[src/rtl/core/poly1305_mac_core_assert.svh]
// assertion macros used by the core back end
`ifndef POLY1305_MAC_CORE_ASSERT_SVH
`define POLY1305_MAC_CORE_ASSERT_SVH
`ifndef ASSERT_OFF
// property that must hold at every clock edge out of reset
`define P1305_ASSERT(lbl, prop) \
	lbl: assert property (@(posedge clk) disable iff (!arst_n) (prop)) \
		else $error("p1305 assertion failed");
// antecedent in one cycle implies consequent in the next
`define P1305_ASSERT_NEXT(lbl, ante, cons) \
	lbl: assert property (@(posedge clk) disable iff (!arst_n) (ante) |=> (cons)) \
		else $error("p1305 assertion failed");
`else
`define P1305_ASSERT(lbl, prop)
`define P1305_ASSERT_NEXT(lbl, ante, cons)
`endif
`endif

[src/rtl/core/p1305_pkg.sv]
package p1305_pkg;

	// key clamping masks for r
	localparam logic [63:0] CLAMP_LO = 64'h0FFF_FFFC_0FFF_FFFF;
	localparam logic [63:0] CLAMP_HI = 64'h0FFF_FFFC_0FFF_FFFC;

	// configuration register indexes
	localparam logic [2:0] REG_R_LOW  = 3'd0;
	localparam logic [2:0] REG_R_HIGH = 3'd1;
	localparam logic [2:0] REG_S_LOW  = 3'd2;
	localparam logic [2:0] REG_S_HIGH = 3'd3;

	// multiply passes, one 16-bit digit of the 132-bit sum each
	localparam int unsigned MUL_PASSES = 9;

	typedef struct packed {
		logic [63:0] block_low;
		logic [63:0] block_high;
		logic [4:0]  byte_count;
		logic        last;
	} in_item_t;

	typedef struct packed {
		logic [63:0] tag_low;
		logic [63:0] tag_high;
	} out_item_t;

	// padded block as it sits in the queue
	typedef struct packed {
		logic [128:0] m;
		logic         last;
	} blk_t;

endpackage

[src/rtl/core/p1305_front.sv]
module p1305_front import p1305_pkg::*; (
	input  logic     clk,
	input  logic     arst_n,
	input  logic     push,
	output logic     full,
	input  in_item_t item,
	output logic     q_valid,
	output blk_t     q_data,
	input  logic     q_pop
);

	logic [4:0]   n_sat;
	logic [128:0] pad_bit;
	logic [128:0] keep_mask;
	blk_t         blk_in;
	blk_t         mem_q [2];
	logic         wr_ptr_q;
	logic         rd_ptr_q;
	logic [1:0]   count_q;
	logic         wr_en;

	// saturate the byte count, mask unused bytes and place the pad bit
	always_comb begin
		n_sat = (item.byte_count > 5'd16) ? 5'd16 : item.byte_count;
		pad_bit = 129'd1 << {n_sat, 3'b000};
		keep_mask = pad_bit - 129'd1;
		blk_in.m = ({1'b0, item.block_high, item.block_low} & keep_mask) | pad_bit;
		blk_in.last = item.last;
	end

	assign full = (count_q == 2'd2);
	assign wr_en = push && !full;
	assign q_valid = (count_q != 2'd0);
	assign q_data = mem_q[rd_ptr_q];

	// two-entry queue storage
	always_ff @(posedge clk) begin
		if (wr_en) begin
			mem_q[wr_ptr_q] <= blk_in;
		end
	end

	// queue pointers and fill level
	always_ff @(posedge clk or negedge arst_n) begin
		if (!arst_n) begin
			wr_ptr_q <= 1'b0;
			rd_ptr_q <= 1'b0;
			count_q <= 2'd0;
		end else begin
			if (wr_en) begin
				wr_ptr_q <= !wr_ptr_q;
			end
			if (q_pop) begin
				rd_ptr_q <= !rd_ptr_q;
			end
			if (wr_en && !q_pop) begin
				count_q <= count_q + 2'd1;
			end else if (q_pop && !wr_en) begin
				count_q <= count_q - 2'd1;
			end
		end
	end

endmodule

[config.mk]
export PLATFORM = sky130hd
export DESIGN_NAME = p1305_front
export DESIGN_NICKNAME = d
export VERILOG_FILES = /design/src/rtl/core/poly1305_mac_core_assert.svh /design/src/rtl/core/p1305_pkg.sv /design/src/rtl/core/p1305_front.sv
export SDC_FILE = /design/constraint.sdc
export NUM_CORES = 1
export LEC_CHECK = 0
export BUFFER_PORTS_ARGS = -buffer_cell sky130_fd_sc_hd__clkbuf_2
export CAP_MARGIN = 10
export CORE_ASPECT_RATIO = 0.7
export CORE_MARGIN = 2
export CORE_UTILIZATION = 45
export CTS_CLUSTER_DIAMETER = 50
export CTS_CLUSTER_SIZE = 8
export DETAILED_ROUTE_END_ITERATION = 16
export GPL_TIMING_DRIVEN = 0
export PLACE_DENSITY = 0.75
export SETUP_SLACK_MARGIN = 0.5
export SYNTH_ARGS = -nofsm -noshare
export SYNTH_HDL_FRONTEND = slang
export SYNTH_SLANG_ARGS = --single-unit
export TNS_END_PERCENT = 10
[constraint.sdc]
create_clock -name clk -period 14.37 [get_ports clk]
set_input_delay 1.437 -clock clk [delete_from_list [all_inputs] [get_ports clk]]
set_output_delay 1.437 -clock clk [all_outputs]
set_load 0.02 [all_outputs]
Word level (Yosys, flattened, before mapping)
Memory sizes are Yosys's and may differ from the RTL's. Cells that the tools add are included.

Add/subtract/negate cells: 3. $mul: 0. Divide/modulo/power cells: 0. $lt $le $gt $ge: 1. Equality and inequality tests: 1. Shift-type cells: 1. Mux-type cells: 5. Bitwise operators: 2. Reduce and logical (&&, ||, !) cells: 10.

Operators with widths (number): $and A128 B129 Y129 (1); $or A129 B129 Y129 (1); $shl A1 B8 Y129 const A (1); $sub A129 B1 Y129 const B (1); $gt A5 B5 Y1 const B (1); $logic_not A1 Y1 (5); $mux W5 (1); $mux W2 (2); $reduce_bool A2 Y1 (2); $logic_and A1 B1 Y1 (3); $add A2 B1 Y2 const B (1); $eq A2 B2 Y1 const B (1); $mux W1 (2); $sub A2 B1 Y2 const B (1).

Flip-flop bits (word level): 4. Bits in latches: 0. Memory bits (writable): 260. Bits in read-only memories: 0. Output and inout bits: 132. Word-level logic and storage cells: 27. Memories kept: 1.

Memory list: mem_q (depth 2, width 130, read ports 1, clocked after Yosys merged registers in 0, write ports 1, line p1305_front.sv:16) `blk_t mem_q [2];`.

Longest topological paths before layout
Gate-level depths: netlist of the first run.

Depth in word-level cells: 7. Gate-level depth with buffers: 8.

Worst setup path after synthesis of the first run
No wires, ideal clock.

Path type: input-to-reg. Start: input port push. End: memory mem_q[0][0] (netlist bit), enable pin. Library setup time: 0.621 ns. Data arrival time: 6.927 ns. Required time: 13.749 ns. Slack: 6.822 ns. Stages on the path: 2. Cell sequence: nand2_1 nor2_1.

Word-level cells in the longest chain between the ends: 3.

Ends and longest elaborated chain: start: declaration (line p1305_front.sv:4) `input logic push,`; $logic_and A1 B1 Y1 (line p1305_front.sv:32) `assign wr_en = push && !full;`; $mux W1 (line p1305_front.sv:38) `if (wr_en) begin`; $mux W1 (implied by the code) (line p1305_front.sv:39) `mem_q[wr_ptr_q] <= blk_in;`; end: declaration (line p1305_front.sv:16).

Every way passes these cells.

==> results of run 1 <==
==> cell usage in the layout, fill, tap and decap left out, drive strengths merged, types with 5 or more instances in the layout <==
cell,netlist,final
edfxtp,260,260
buf,22,28
and3,30,30
nor2b,37,37
mux2,131,131
nand2,13,13
inv,5,5
o21ai,8,8
nor2,7,7
and2,44,44
and2b,8,8
clkbuf,10,326
a21oi,5,5
==> final timing paths <==
kind / startpoint / to / cells past startpoint
min in group asynchronous: arst_n / count_q[0]$_DFFE_PN0P_ / 1
worst min-delay path: count_q[1]$_DFFE_PN0P_ / count_q[1]$_DFFE_PN0P_ / 1
worst min register to register: count_q[1]$_DFFE_PN0P_ / count_q[1]$_DFFE_PN0P_ / 1
worst max register to register: count_q[0]$_DFFE_PN0P_ / mem_q[0][86]$_DFFE_PP_ / 5
max in group asynchronous: arst_n / count_q[1]$_DFFE_PN0P_ / 1
worst max-delay path: rd_ptr_q$_DFFE_PN0P_ / q_data[102] / 5
==> cell type report <==
class	instances	area (sq um)
clock buffers	49	1060
fillers	1873	9840
repair buffers	273	1470
flip-flops and latches	264	7910
inverters	5	18.8
well taps	318	398
multi-input cells	326	2730
plain buffers	32	160
==> state kept, by name (all words and copies together) (netlist names) <==
| signal | count |
|---|---|
| count_q | 2 |
| mem_q | 260 |
| rd_ptr_q | 1 |
| wr_ptr_q | 1 |
==> cell families (layout without fill, tap and decap cells) <==
group | count (synthesis) | count (layout) | synth area share (%)
XOR/XNOR | 6 | 6 | 0.486
multiplexers | 131 | 131 | 13.7
flip-flops | 264 | 264 | 73.2
adder cells (fa/ha/maj) | 2 | 2 | 0.232
AO/OA/AOI/OAI | 31 | 31 | 2.02
buffers and inverters | 37 | 359 | 1.66
AND/OR/NAND/NOR | 156 | 156 | 8.76
==> metal layers <==
metal | track usage (%) | routed length, um | vias up
met2 | 29.9 | 11300 | 226
met4 | 5.43 | 448 | 2
met5 | 0 | 16 | -
met3 | 6.45 | 2140 | 41
li1 | - | - | 2994
met1 | 24.4 | 10100 | 3177
==> power groups by stage <==
stage	Sequential (mW)	Combinational (mW)	Clock [mW]
2_1_floorplan	1.14	0.621	0
3_3_place_gp	1.16	0.912	0
3_5_place_dp	1.12	0.949	0
4_1_cts	1.10	0.954	0.813
5_1_grt	1.12	1.00	0.844
6_report	1.10	0.935	0.797
==> stage by stage <==
stage                     area (sq um)  setup slack (ns)  hold slack, ns  std cells
after global placement           12500              3.50           0.477       1212
final                            13700             10.73           0.496       1267
after CTS                        13700             10.64           0.500       1267
after floorplan                  10800              6.82           0.456        627
after detailed placement         12700             10.47           0.483       1218
after global routing             13700             10.55           0.522       1267
==> flow_summary.html, run 1 <==
<table>
<tr><th>Metric</th><th>Value</th></tr>
<tr><th colspan="2">Status</th></tr>
<tr><td>Result of the run</td><td>completed</td></tr>
<tr><th colspan="2">Critical path</th></tr>
<tr><td>Type of destination of the critical path</td><td>output port</td></tr>
<tr><td>Gate family responsible for the most delay along the worst path</td><td>buffers and inverters</td></tr>
<tr><td>Worst path cell trace</td><td>clkbuf_1 &gt; buf_2 &gt; buf_2 &gt; mux2_2 &gt; clkbuf_2</td></tr>
<tr><td>CP max-delay cell</td><td>sky130_fd_sc_hd__mux2_2</td></tr>
<tr><td>Data arrival at the endpoint of the critical path</td><td>around 2.2 ns</td></tr>
<tr><td>Delay of the slowest cell on the worst path</td><td>0.38 ns</td></tr>
<tr><td>Reg2reg setup slack</td><td>12.35 ns</td></tr>
<tr><td>Type of the worst setup path</td><td>flop to output port</td></tr>
<tr><td>Kind of start point of the critical path</td><td>flop</td></tr>
<tr><td>Count of buffering cells on the critical path with inverters included</td><td>4</td></tr>
<tr><td>Most common cell type on the critical path</td><td>sky130_fd_sc_hd__buf_2</td></tr>
<tr><td>CP max FO</td><td>10</td></tr>
<tr><td>WP data required</td><td>about 13 ns</td></tr>
<tr><th colspan="2">Yosys</th></tr>
<tr><td>Gate count after technology mapping</td><td>between 600 and 700</td></tr>
<tr><td>Most common cell in the netlist</td><td>sky130_fd_sc_hd__edfxtp_1</td></tr>
<tr><td>Async S/R FF share, synth</td><td>1.52%</td></tr>
<tr><td>Ranking of synthesized cells by instance count</td><td>sky130_fd_sc_hd__edfxtp_1, sky130_fd_sc_hd__mux2_2, sky130_fd_sc_hd__and2_1</td></tr>
<tr><td>Net count after synthesis</td><td>767</td></tr>
<tr><td>Main flop type after synthesis</td><td>sky130_fd_sc_hd__edfxtp_1</td></tr>
<tr><td>Part of the Yosys area used for sequential elements</td><td>73.2%</td></tr>
<tr><td>Per-instance average area after synthesis</td><td>between 15 and 20 sq um</td></tr>
<tr><td>Number of different library cells in the post-synthesis netlist</td><td>39</td></tr>
<tr><td>Cells taking the most area after synthesis</td><td>sky130_fd_sc_hd__edfxtp_1, sky130_fd_sc_hd__mux2_2, sky130_fd_sc_hd__and2_1</td></tr>
<tr><td>Cell taking the most area after synthesis</td><td>sky130_fd_sc_hd__edfxtp_1</td></tr>
<tr><td>Flip-flop and latch count after synthesis</td><td>264</td></tr>
<tr><td>Count of synthesis-stage warnings from yosys</td><td>0</td></tr>
<tr><td>Netlist area before placement</td><td>about 0.011 sq mm</td></tr>
<tr><td>Share of the synthesized area in the top cell type</td><td>between 70% and 80%</td></tr>
<tr><td>Number of flops mapped to enable cells by yosys</td><td>260</td></tr>
<tr><th colspan="2">Job</th></tr>
<tr><td>Max capacitance violation total</td><td>0</td></tr>
<tr><th colspan="2">STA</th></tr>
<tr><td>Sum of negative setup slack</td><td>0 ns</td></tr>
<tr><td>RSZ-0062 raised after global routing</td><td>no</td></tr>
<tr><td>Number of hold violations in the final report</td><td>0</td></tr>
<tr><td>Minimum clock period after layout</td><td>3.64 ns</td></tr>
<tr><td>Count of pins over their slew limit</td><td>0</td></tr>
<tr><td>Setup violations, final</td><td>0</td></tr>
<tr><td>Max Clk Rate</td><td>~270 MHz</td></tr>
<tr><td>Max-slew headroom at the worst pin</td><td>a little over a third</td></tr>
<tr><td>Ratio of final minimum period to clock period</td><td>25.3%</td></tr>
<tr><td>Skew final</td><td>0.0265 ns</td></tr>
<tr><td>Actual slew at the worst max-slew pin</td><td>between 0.9 and 1 ns</td></tr>
<tr><th colspan="2">Routing</th></tr>
<tr><td>Vias</td><td>between 6000 and 7000</td></tr>
<tr><td>Number of detailed-routing iterations run before antenna repair</td><td>4</td></tr>
<tr><td>Total Wirelength</td><td>around 24 mm</td></tr>
<tr><td>Remaining number of nets flagged by the antenna check after routing</td><td>0</td></tr>
<tr><td>Via density per instance</td><td>~5.1</td></tr>
<tr><td>Iter 0 DRT Violations</td><td>around 320</td></tr>
<tr><td>Remaining DRCs</td><td>0</td></tr>
<tr><td>Wirelength per Cell</td><td>between 15 and 20 um</td></tr>
<tr><th colspan="2">Power</th></tr>
<tr><td>Design internal power</td><td>approximately 1.9 mW</td></tr>
<tr><td>Net Switching</td><td>~0.91 mW</td></tr>
<tr><td>Max IR drop VDD</td><td>around 0.00015 V</td></tr>
<tr><td>Proportion of total power due to net switching</td><td>between 30% and 40%</td></tr>
<tr><td>Final Total Pwr</td><td>between 2 and 3 mW</td></tr>
<tr><td>Seq pwr share</td><td>around 40%</td></tr>
<tr><td>Part of the power in combinational logic</td><td>33.0%</td></tr>
<tr><td>Pleak</td><td>5.40 nW</td></tr>
<tr><td>P per Cell Area</td><td>206 mW/mm^2</td></tr>
<tr><td>Share of power burned in the clock network</td><td>around 28%</td></tr>
<tr><th colspan="2">Die</th></tr>
<tr><td>Standard-cell rows</td><td>47</td></tr>
<tr><td>Effective utilization at floorplan</td><td>45.8%</td></tr>
<tr><td>Width of the chip</td><td>between 150 and 200 um</td></tr>
<tr><td>Die area</td><td>approximately 0.025 sq mm</td></tr>
<tr><td>Die Y-Extent</td><td>approximately 130 um</td></tr>
<tr><td>Total core area</td><td>between 0.02 and 0.025 sq mm</td></tr>
<tr><td>I/O pin count</td><td>270</td></tr>
<tr><th colspan="2">Clock network</th></tr>
<tr><td>Num CTS Buffers</td><td>38</td></tr>
<tr><td>Number of buffers on the longest clock path</td><td>3</td></tr>
<tr><td>Number of sinks handled by clock tree synthesis</td><td>around 260</td></tr>
<tr><td>Clock-pin transition on the worst setup and hold timing paths</td><td>~0.05 ns</td></tr>
<tr><td>Root Driver</td><td>sky130_fd_sc_hd__clkbuf_16</td></tr>
<tr><td># hold bufs at CTS</td><td>0</td></tr>
<tr><td>Clock latency reported for the late side of the worst-skew pair</td><td>0.51 ns</td></tr>
<tr><td>PostCTS Resize Cnt</td><td>0</td></tr>
<tr><td># Post-CTS Setup Buffers</td><td>0</td></tr>
<tr><td>H-tree depth reported by CTS</td><td>2</td></tr>
<tr><td>TritonCTS clock tree</td><td>built</td></tr>
<tr><th colspan="2">Layout</th></tr>
<tr><td>Fraction of the core area covered by cells at the end of the flow</td><td>about three fifths</td></tr>
<tr><td>Antenna Cells</td><td>0</td></tr>
<tr><td>Number of nets in the layout</td><td>1080</td></tr>
<tr><td>Area growth from synthesis to final layout</td><td>27.2%</td></tr>
<tr><td>Fraction of final layout cells with drive strength greater than 1</td><td>between 50 and 60%</td></tr>
<tr><th colspan="2">Global routing</th></tr>
<tr><td>Global route overflow</td><td>0</td></tr>
<tr><td>Largest net degree at the start of global routing</td><td>63</td></tr>
<tr><td>Number of global-route vias before repair</td><td>roughly 6500</td></tr>
<tr><td>Initial antenna violation count</td><td>1</td></tr>
<tr><td>GRT Total Usage</td><td>a little under a fifth</td></tr>
<tr><td>Wire length of the first global-routing pass</td><td>35.9 mm</td></tr>
<tr><th colspan="2">Placement</th></tr>
<tr><td>DP Wirelength</td><td>between 15 and 20 mm</td></tr>
<tr><td>Number of buffers added on ports</td><td>roughly 270</td></tr>
<tr><td>Final weighted congestion in routability-driven placement</td><td>between 0.7 and 0.8</td></tr>
<tr><th colspan="2">Min path</th></tr>
<tr><td>HP Class</td><td>flop to flop</td></tr>
</table>
Power figures use the tool's default switching activity.
==> run 2: changes to the inputs <==
clock period = 3.8 ns   (was 14.37 ns; I/O delays follow)
==> run 2 against run 1 <==
- combinational power grew to 3.8 times the previous value
- sequential share of layout area about the same
- setup slack worse by 9.6 ns
- critical path type unchanged
==> flow_summary.html, run 2 (synthesis gave the netlist of run 1 again) <==
<table>
<tr><th>Metric</th><th>Value</th></tr>
<tr><th colspan="2">STA</th></tr>
<tr><td>Minimum clock period after layout</td><td>2.67 ns</td></tr>
<tr><td>Count of pins over their slew limit</td><td>0</td></tr>
<tr><td>RSZ-0062 raised after global routing</td><td>no</td></tr>
<tr><td>Number of hold violations in the final report</td><td>0</td></tr>
<tr><td>Sum of negative setup slack</td><td>0 ns</td></tr>
<tr><td>Setup violations, final</td><td>0</td></tr>
<tr><td>Actual slew at the worst max-slew pin</td><td>roughly 1 ns</td></tr>
<tr><td>Max-slew headroom at the worst pin</td><td>30.9%</td></tr>
<tr><td>Max Clk Rate</td><td>375 MHz</td></tr>
<tr><td>Skew final</td><td>about 0.013 ns</td></tr>
<tr><td>Ratio of final minimum period to clock period</td><td>70.2%</td></tr>
<tr><th colspan="2">Status</th></tr>
<tr><td>Result of the run</td><td>completed</td></tr>
<tr><th colspan="2">Placement</th></tr>
<tr><td>DP Wirelength</td><td>~17 mm</td></tr>
<tr><td>Post-place instance area</td><td>roughly 0.013 sq mm</td></tr>
<tr><td>Number of buffers added on ports</td><td>267</td></tr>
<tr><td>Final weighted congestion in routability-driven placement</td><td>slightly below 0.8</td></tr>
<tr><th colspan="2">Die</th></tr>
<tr><td>I/O pin count</td><td>270</td></tr>
<tr><td>Standard-cell rows</td><td>between 40 and 50</td></tr>
<tr><td>Die Y-Extent</td><td>134 um</td></tr>
<tr><td>Die area</td><td>0.0253 sq mm</td></tr>
<tr><td>Width of the chip</td><td>189 um</td></tr>
<tr><td>Effective utilization at floorplan</td><td>a little under half</td></tr>
<tr><td>Total core area</td><td>~0.024 sq mm</td></tr>
<tr><th colspan="2">Layout</th></tr>
<tr><td>Area used by sequential logic in the layout</td><td>0.00791 sq mm</td></tr>
<tr><td>Max reg flops</td><td>260</td></tr>
<tr><td>Layout filler cell count</td><td>roughly 1900</td></tr>
<tr><td>Fraction of final layout cells with drive strength greater than 1</td><td>50.2%</td></tr>
<tr><td>Area of the multi-input gates</td><td>between 0.002 and 0.003 sq mm</td></tr>
<tr><td>Top register by number of flip-flops</td><td>mem_q</td></tr>
<tr><td>Regs by FF count</td><td>mem_q: 260 flops, count_q: 2 flops</td></tr>
<tr><td>Fraction of the core area covered by cells at the end of the flow</td><td>about three fifths</td></tr>
<tr><td>Commonest cells after routing, fill and taps aside</td><td>sky130_fd_sc_hd__clkbuf_2, sky130_fd_sc_hd__edfxtp_1, sky130_fd_sc_hd__mux2_2, sky130_fd_sc_hd__and2_1, sky130_fd_sc_hd__clkbuf_16</td></tr>
<tr><td>Area growth from synthesis to final layout</td><td>27.3%</td></tr>
<tr><td>Commonest non-fill, non-tap cell in the layout</td><td>sky130_fd_sc_hd__clkbuf_2</td></tr>
<tr><td>Number of nets in the layout</td><td>1082</td></tr>
<tr><td>Final standard cell area without fillers</td><td>between 0.01 and 0.015 sq mm</td></tr>
<tr><th colspan="2">Power</th></tr>
<tr><td>P per Cell Area</td><td>approximately 780 mW/mm^2</td></tr>
<tr><td>Max IR drop VDD</td><td>~0.0005 V</td></tr>
<tr><td>Pleak</td><td>5.40 nW</td></tr>
<tr><td>Final Total Pwr</td><td>around 11 mW</td></tr>
<tr><th colspan="2">Job</th></tr>
<tr><td>Max capacitance violation total</td><td>0</td></tr>
<tr><th colspan="2">Clock network</th></tr>
<tr><td>H-tree depth reported by CTS</td><td>2</td></tr>
<tr><td>Clock-pin transition on the worst setup and hold timing paths</td><td>0.05 ns</td></tr>
<tr><td>TritonCTS clock tree</td><td>built</td></tr>
<tr><td>Num CTS Buffers</td><td>39</td></tr>
<tr><td>Clock latency reported for the late side of the worst-skew pair</td><td>about 0.50 ns</td></tr>
<tr><td>Number of sinks handled by clock tree synthesis</td><td>around 260</td></tr>
<tr><td>Root Driver</td><td>sky130_fd_sc_hd__clkbuf_16</td></tr>
<tr><td>Number of buffers on the longest clock path</td><td>3</td></tr>
<tr><th colspan="2">Global routing</th></tr>
<tr><td>Initial antenna violation count</td><td>4</td></tr>
<tr><td>Number of global-route vias before repair</td><td>between 6000 and 7000</td></tr>
<tr><td>Global route overflow</td><td>0</td></tr>
<tr><td>Wire length of the first global-routing pass</td><td>36.6 mm</td></tr>
<tr><td>Largest net degree at the start of global routing</td><td>66</td></tr>
<tr><td>GRT Total Usage</td><td>a little under a fifth</td></tr>
<tr><th colspan="2">Routing</th></tr>
<tr><td>Total Wirelength</td><td>~24 mm</td></tr>
<tr><td>Remaining number of nets flagged by the antenna check after routing</td><td>0</td></tr>
<tr><td>Via density per instance</td><td>5.04</td></tr>
<tr><td>Remaining DRCs</td><td>0</td></tr>
<tr><td>Vias</td><td>about 6400</td></tr>
<tr><td>Wirelength per Cell</td><td>approximately 19 um</td></tr>
<tr><td>Iter 0 DRT Violations</td><td>317</td></tr>
<tr><td>Number of detailed-routing iterations run before antenna repair</td><td>4</td></tr>
<tr><th colspan="2">Critical path</th></tr>
<tr><td>End of the worst register-to-register path</td><td>mem_q[0][82]$_DFFE_PP_</td></tr>
<tr><td>Type of the worst setup path</td><td>flop to output port</td></tr>
<tr><td>Kind of start point of the critical path</td><td>flop</td></tr>
<tr><td>WP data required</td><td>about 3.4 ns</td></tr>
<tr><td>Depth of the worst register-to-register path</td><td>6</td></tr>
<tr><td>Data arrival at the endpoint of the critical path</td><td>2.29 ns</td></tr>
<tr><td>Reg2reg start</td><td>count_q[0]$_DFFE_PN0P_</td></tr>
<tr><td>Reg2reg setup slack</td><td>~1.4 ns</td></tr>
<tr><td>Type of destination of the critical path</td><td>output port</td></tr>
<tr><td>CP max FO</td><td>10</td></tr>
<tr><th colspan="2">Min path</th></tr>
<tr><td>Worst hold start</td><td>item[0]</td></tr>
<tr><td>HP Class</td><td>input pin to flop</td></tr>
<tr><td>Hold endpoint</td><td>mem_q[1][0]$_DFFE_PP_</td></tr>
<tr><td>Worst hold stages</td><td>1</td></tr>
</table>
run 2: cell count changes in the layout (fill, tap and decap cells not counted), sizes merged:
| cell | previous run | this run |
|---|---|---|
| clkbuf | 326 | 323 |
| inv | 5 | 8 |
| clkinv | 0 | 2 |
| diode | 0 | 2 |
| dlygate4sd3 | 0 | 1 |
run 2: routing by layer:
layer | wire [um] | track usage (%) | vias to the layer above
met3 | 1880 | 5.93 | 40
met1 | 10400 | 24.7 | 3131
met5 | 23 | 0 | -
met2 | 11400 | 30.7 | 237
li1 | - | - | 2994
met4 | 498 | 5.82 | 4
run 2: where the power goes:
group          internal (mW)  switching (mW)
combinational           1.37            2.20
clock                   1.84            1.14
sequential              4.02           0.143
total                   7.23            3.48
run 2: worst max-delay path by stage:
stage | slack, ns | startpoint | depth (start not counted) | end
4_1_cts | 1.04 | rd_ptr_q$_DFFE_PN0P_ | 5 | q_data[81]
3_5_place_dp | 0.86 | item[4] | 9 | mem_q[0][81]$_DFFE_PP_
6_report | 1.13 | rd_ptr_q$_DFFE_PN0P_ | 5 | q_data[49]
2_1_floorplan | -0.28 | count_q[0]$_DFFE_PN0P_ | 2 | mem_q[1][0]$_DFFE_PP_
5_1_grt | 0.96 | rd_ptr_q$_DFFE_PN0P_ | 5 | q_data[47]
3_3_place_gp | -2.04 | count_q[0]$_DFFE_PN0P_ | 2 | mem_q[1][82]$_DFFE_PP_
run 2: cell type report:
| class | instances | share of cell area, % |
|---|---|---|
| Sequential cell | 264 | 57.5 |
| Multi-Input combinational cell | 326 | 19.8 |
| Timing Repair Buffer | 274 | 10.8 |
| Clock buffer | 46 | 7.29 |
| Tap cell | 318 | 2.89 |
| Buffer | 32 | 1.16 |
| Clock inverter | 5 | 0.282 |
| Inverter | 5 | 0.137 |
| Antenna cell | 2 | 0.0364 |
run 2: critical path, cell delays in order (launching register included):
cell and delay (ns):
sky130_fd_sc_hd__dfrtp_1 0.32, sky130_fd_sc_hd__clkbuf_1 0.26, sky130_fd_sc_hd__buf_2 0.33, sky130_fd_sc_hd__buf_2 0.33
sky130_fd_sc_hd__mux2_2 0.37, sky130_fd_sc_hd__clkbuf_2 0.18
run 2: per-stage QoR:
stage	instances	setup WS, ns	hold slack [ns]
after CTS	1270	1.04	0.0536
after floorplan	627	-0.275	0.0844
after global routing	1272	0.961	0.0621
after detailed placement	1218	0.862	0.196
after global placement	1212	-2.04	0.200
final	1272	1.13	0.0721
run 2: timing repair:
action,CTS,global route
hold buffers,1,0
resized for setup,0,0
hold endpoints to repair,4,0
setup buffers,0,0
endpoints found under the setup margin,0,0
==> run 3: changes to the inputs <==
clock period = 2.6 ns   (was 3.8 ns; I/O delays follow)
==> run 3 against run 2 <==
- die area stayed put
- clock skew is 0.0057 ns lower
- global-route usage up 0.23 points
- clock power increased by 43%
- critical endpoint is now q_data[76]
- largest cell class unchanged
==> flow_summary.html, run 3 (synthesis gave the netlist of run 1 again) <==
<table>
<tr><th>Metric</th><th>Value</th></tr>
<tr><th colspan="2">Clock network</th></tr>
<tr><td>Number of buffers on the longest clock path</td><td>3</td></tr>
<tr><td>H-tree depth reported by CTS</td><td>2</td></tr>
<tr><td>Number of sinks handled by clock tree synthesis</td><td>between 200 and 300</td></tr>
<tr><td>Num CTS Buffers</td><td>38</td></tr>
<tr><td>Root Driver</td><td>sky130_fd_sc_hd__clkbuf_16</td></tr>
<tr><td>Clock-pin transition on the worst setup and hold timing paths</td><td>roughly 0.050 ns</td></tr>
<tr><td>Clock latency reported for the late side of the worst-skew pair</td><td>0.49 ns</td></tr>
<tr><td>TritonCTS clock tree</td><td>built</td></tr>
<tr><th colspan="2">Die</th></tr>
<tr><td>I/O pin count</td><td>270</td></tr>
<tr><td>Effective utilization at floorplan</td><td>a little under half</td></tr>
<tr><td>Die Y-Extent</td><td>134 um</td></tr>
<tr><td>Total core area</td><td>0.0236 sq mm</td></tr>
<tr><td>Standard-cell rows</td><td>47</td></tr>
<tr><td>Die area</td><td>around 0.025 sq mm</td></tr>
<tr><td>Width of the chip</td><td>189 um</td></tr>
<tr><th colspan="2">STA</th></tr>
<tr><td>Max Clk Rate</td><td>473 MHz</td></tr>
<tr><td>Setup violations, final</td><td>0</td></tr>
<tr><td>Skew final</td><td>a little over 0.007 ns</td></tr>
<tr><td>Ratio of final minimum period to clock period</td><td>around 80%</td></tr>
<tr><td>Number of hold violations in the final report</td><td>0</td></tr>
<tr><td>Worst Setup Slack, final</td><td>between 0.4 and 0.5 ns</td></tr>
<tr><td>Final-layout worst hold slack</td><td>between 0.04 and 0.05 ns</td></tr>
<tr><td>RSZ-0062 raised after global routing</td><td>yes</td></tr>
<tr><td>Minimum clock period after layout</td><td>around 2.1 ns</td></tr>
<tr><td>Actual slew at the worst max-slew pin</td><td>just over 0.8 ns</td></tr>
<tr><td>Count of pins over their slew limit</td><td>0</td></tr>
<tr><td>Max-slew headroom at the worst pin</td><td>approximately 45%</td></tr>
<tr><th colspan="2">Critical path</th></tr>
<tr><td>Count of buffering cells on the critical path with inverters included</td><td>4</td></tr>
<tr><td>Type of destination of the critical path</td><td>output port</td></tr>
<tr><td>WP data required</td><td>between 2 and 2.5 ns</td></tr>
<tr><td>Type of the worst setup path</td><td>flop to output port</td></tr>
<tr><td>CP max-delay cell</td><td>sky130_fd_sc_hd__mux2_2</td></tr>
<tr><td>Worst path cell trace</td><td>clkbuf_8 &gt; buf_12 &gt; buf_4 &gt; mux2_2 &gt; clkbuf_2</td></tr>
<tr><td>Delay of the slowest cell on the worst path</td><td>approximately 0.36 ns</td></tr>
<tr><td>Kind of start point of the critical path</td><td>flop</td></tr>
<tr><td>Gate family responsible for the most delay along the worst path</td><td>buffers and inverters</td></tr>
<tr><td>Data arrival at the endpoint of the critical path</td><td>1.85 ns</td></tr>
<tr><td>CP max FO</td><td>10</td></tr>
<tr><th colspan="2">Global routing</th></tr>
<tr><td>Wire length of the first global-routing pass</td><td>37.1 mm</td></tr>
<tr><td>Global route overflow</td><td>0</td></tr>
<tr><td>GRT Total Usage</td><td>between 15 and 20%</td></tr>
<tr><td>Largest net degree at the start of global routing</td><td>58</td></tr>
<tr><td>Number of global-route vias before repair</td><td>between 6000 and 7000</td></tr>
<tr><td>Initial antenna violation count</td><td>2</td></tr>
<tr><th colspan="2">Layout</th></tr>
<tr><td>Regs by FF count</td><td>mem_q: 260 flops, count_q: 2 flops</td></tr>
<tr><td>Number of nets in the layout</td><td>roughly 1100</td></tr>
<tr><td>Layout filler cell count</td><td>1892</td></tr>
<tr><td>Fraction of final layout cells with drive strength greater than 1</td><td>between 50% and 60%</td></tr>
<tr><td>Commonest non-fill, non-tap cell in the layout</td><td>sky130_fd_sc_hd__clkbuf_2</td></tr>
<tr><td>Final standard cell area without fillers</td><td>between 0.01 and 0.015 sq mm</td></tr>
<tr><td>Top register by number of flip-flops</td><td>mem_q</td></tr>
<tr><td>Area growth from synthesis to final layout</td><td>28.7%</td></tr>
<tr><td>Max reg flops</td><td>260</td></tr>
<tr><td>Commonest cells after routing, fill and taps aside</td><td>sky130_fd_sc_hd__clkbuf_2, sky130_fd_sc_hd__edfxtp_1, sky130_fd_sc_hd__mux2_2, sky130_fd_sc_hd__and2_1, sky130_fd_sc_hd__clkbuf_16</td></tr>
<tr><th colspan="2">Routing</th></tr>
<tr><td>Remaining number of nets flagged by the antenna check after routing</td><td>0</td></tr>
<tr><td>Total Wirelength</td><td>24.4 mm</td></tr>
<tr><td>Iter 0 DRT Violations</td><td>roughly 360</td></tr>
<tr><td>Number of detailed-routing iterations run before antenna repair</td><td>4</td></tr>
<tr><td>Wirelength per Cell</td><td>19.2 um</td></tr>
<tr><td>Via density per instance</td><td>just over 5</td></tr>
<tr><td>Remaining DRCs</td><td>0</td></tr>
<tr><td>Vias</td><td>between 6000 and 7000</td></tr>
<tr><th colspan="2">Power</th></tr>
<tr><td>P per Cell Area</td><td>~1100 mW/mm^2</td></tr>
<tr><td>Max IR drop VDD</td><td>~0.00074 V</td></tr>
<tr><td>Pleak</td><td>roughly 5.5 nW</td></tr>
<tr><th colspan="2">Placement</th></tr>
<tr><td>Final weighted congestion in routability-driven placement</td><td>~0.80</td></tr>
<tr><td>Worst Setup Slack post-DPL</td><td>-0.165 ns</td></tr>
<tr><td>DP Wirelength</td><td>approximately 17 mm</td></tr>
<tr><td>Post-place instance area</td><td>about 0.013 sq mm</td></tr>
<tr><td>Number of buffers added on ports</td><td>between 200 and 300</td></tr>
<tr><th colspan="2">Job</th></tr>
<tr><td>Max capacitance violation total</td><td>0</td></tr>
<tr><th colspan="2">Status</th></tr>
<tr><td>Result of the run</td><td>completed</td></tr>
<tr><th colspan="2">Min path</th></tr>
<tr><td>HP Class</td><td>input pin to flop</td></tr>
</table>
## run 3: cell count changes in the layout (fill, tap and decap cells not counted), sizes merged
| cell | previous run | this run |
|---|---|---|
| clkinv | 2 | 0 |
| dlygate4sd3 | 1 | 3 |
| inv | 8 | 6 |
| clkbuf | 323 | 325 |
## run 3: worst paths after layout
| kind | from | endpoint | slack, ns | depth (start not counted) |
|---|---|---|---|---|
| max | rd_ptr_q$_DFFE_PN0P_ | q_data[76] | 0.49 | 5 |
| min | item[70] | mem_q[0][1]$_DFFE_PP_ | 0.04 | 2 |
| max reg2reg | count_q[0]$_DFFE_PN0P_ | mem_q[1][116]$_DFFE_PP_ | 0.55 | 4 |
| min reg2reg | count_q[1]$_DFFE_PN0P_ | count_q[1]$_DFFE_PN0P_ | 0.56 | 1 |
| max in group asynchronous | arst_n | count_q[1]$_DFFE_PN0P_ | 2.32 | 2 |
| min in group asynchronous | arst_n | rd_ptr_q$_DFFE_PN0P_ | 0.13 | 2 |
## run 3: final cells by class
cell class / count / area, sq um / share of cell area [%]
Inverter: 5 / 18.8 / 0.135
Buffer: 32 / 265 / 1.91
Clock buffer: 46 / 1000 / 7.21
Multi-Input combinational cell: 326 / 2760 / 19.8
Tap cell: 318 / 398 / 2.86
Sequential cell: 264 / 7910 / 56.9
Clock inverter: 1 / 8.76 / 0.0630
Timing Repair Buffer: 278 / 1550 / 11.1
Antenna cell: 2 / 5.00 / 0.0360
## run 3: metrics by stage
step / power (mW) / TNS, ns / instances / utilization (%)
final: 15.9 / 0 / 1272 / 59.0
after global routing: 16.6 / 0 / 1271 / 59.0
after global placement: 11.3 / -319.57 / 1212 / 53.3
after detailed placement: 11.5 / -6.25 / 1218 / 53.9
after CTS: 16.1 / 0 / 1270 / 58.9
after floorplan: 9.62 / -46.29 / 627 / -
## run 3: power by group
group | leakage [nW] | internal, mW | total [mW] | switching [mW]
logic | 2.49 | 2.24 | 5.51 | 3.27
registers | 2.49 | 5.88 | 6.10 | 0.215
clock network | 0.493 | 2.66 | 4.26 | 1.61
total | 5.47 | 10.8 | 15.9 | 5.09
## run 3: timing repair
item,4_1_cts,5_1_grt
resized for setup,32,10
pin swaps,1,0
endpoints found under the setup margin,258,300
cloned,1,0
hold endpoints to repair,7,0
hold buffers,3,0
setup buffers,1,0
## run 3: routing by layer
layer	vias to the layer above	global-route usage, %	routed length [um]
met1	3119	25.8	10600
met3	39	6.14	2120
met2	241	30.0	11200
met5	-	0	0
li1	3003	-	-
met4	0	6.21	518
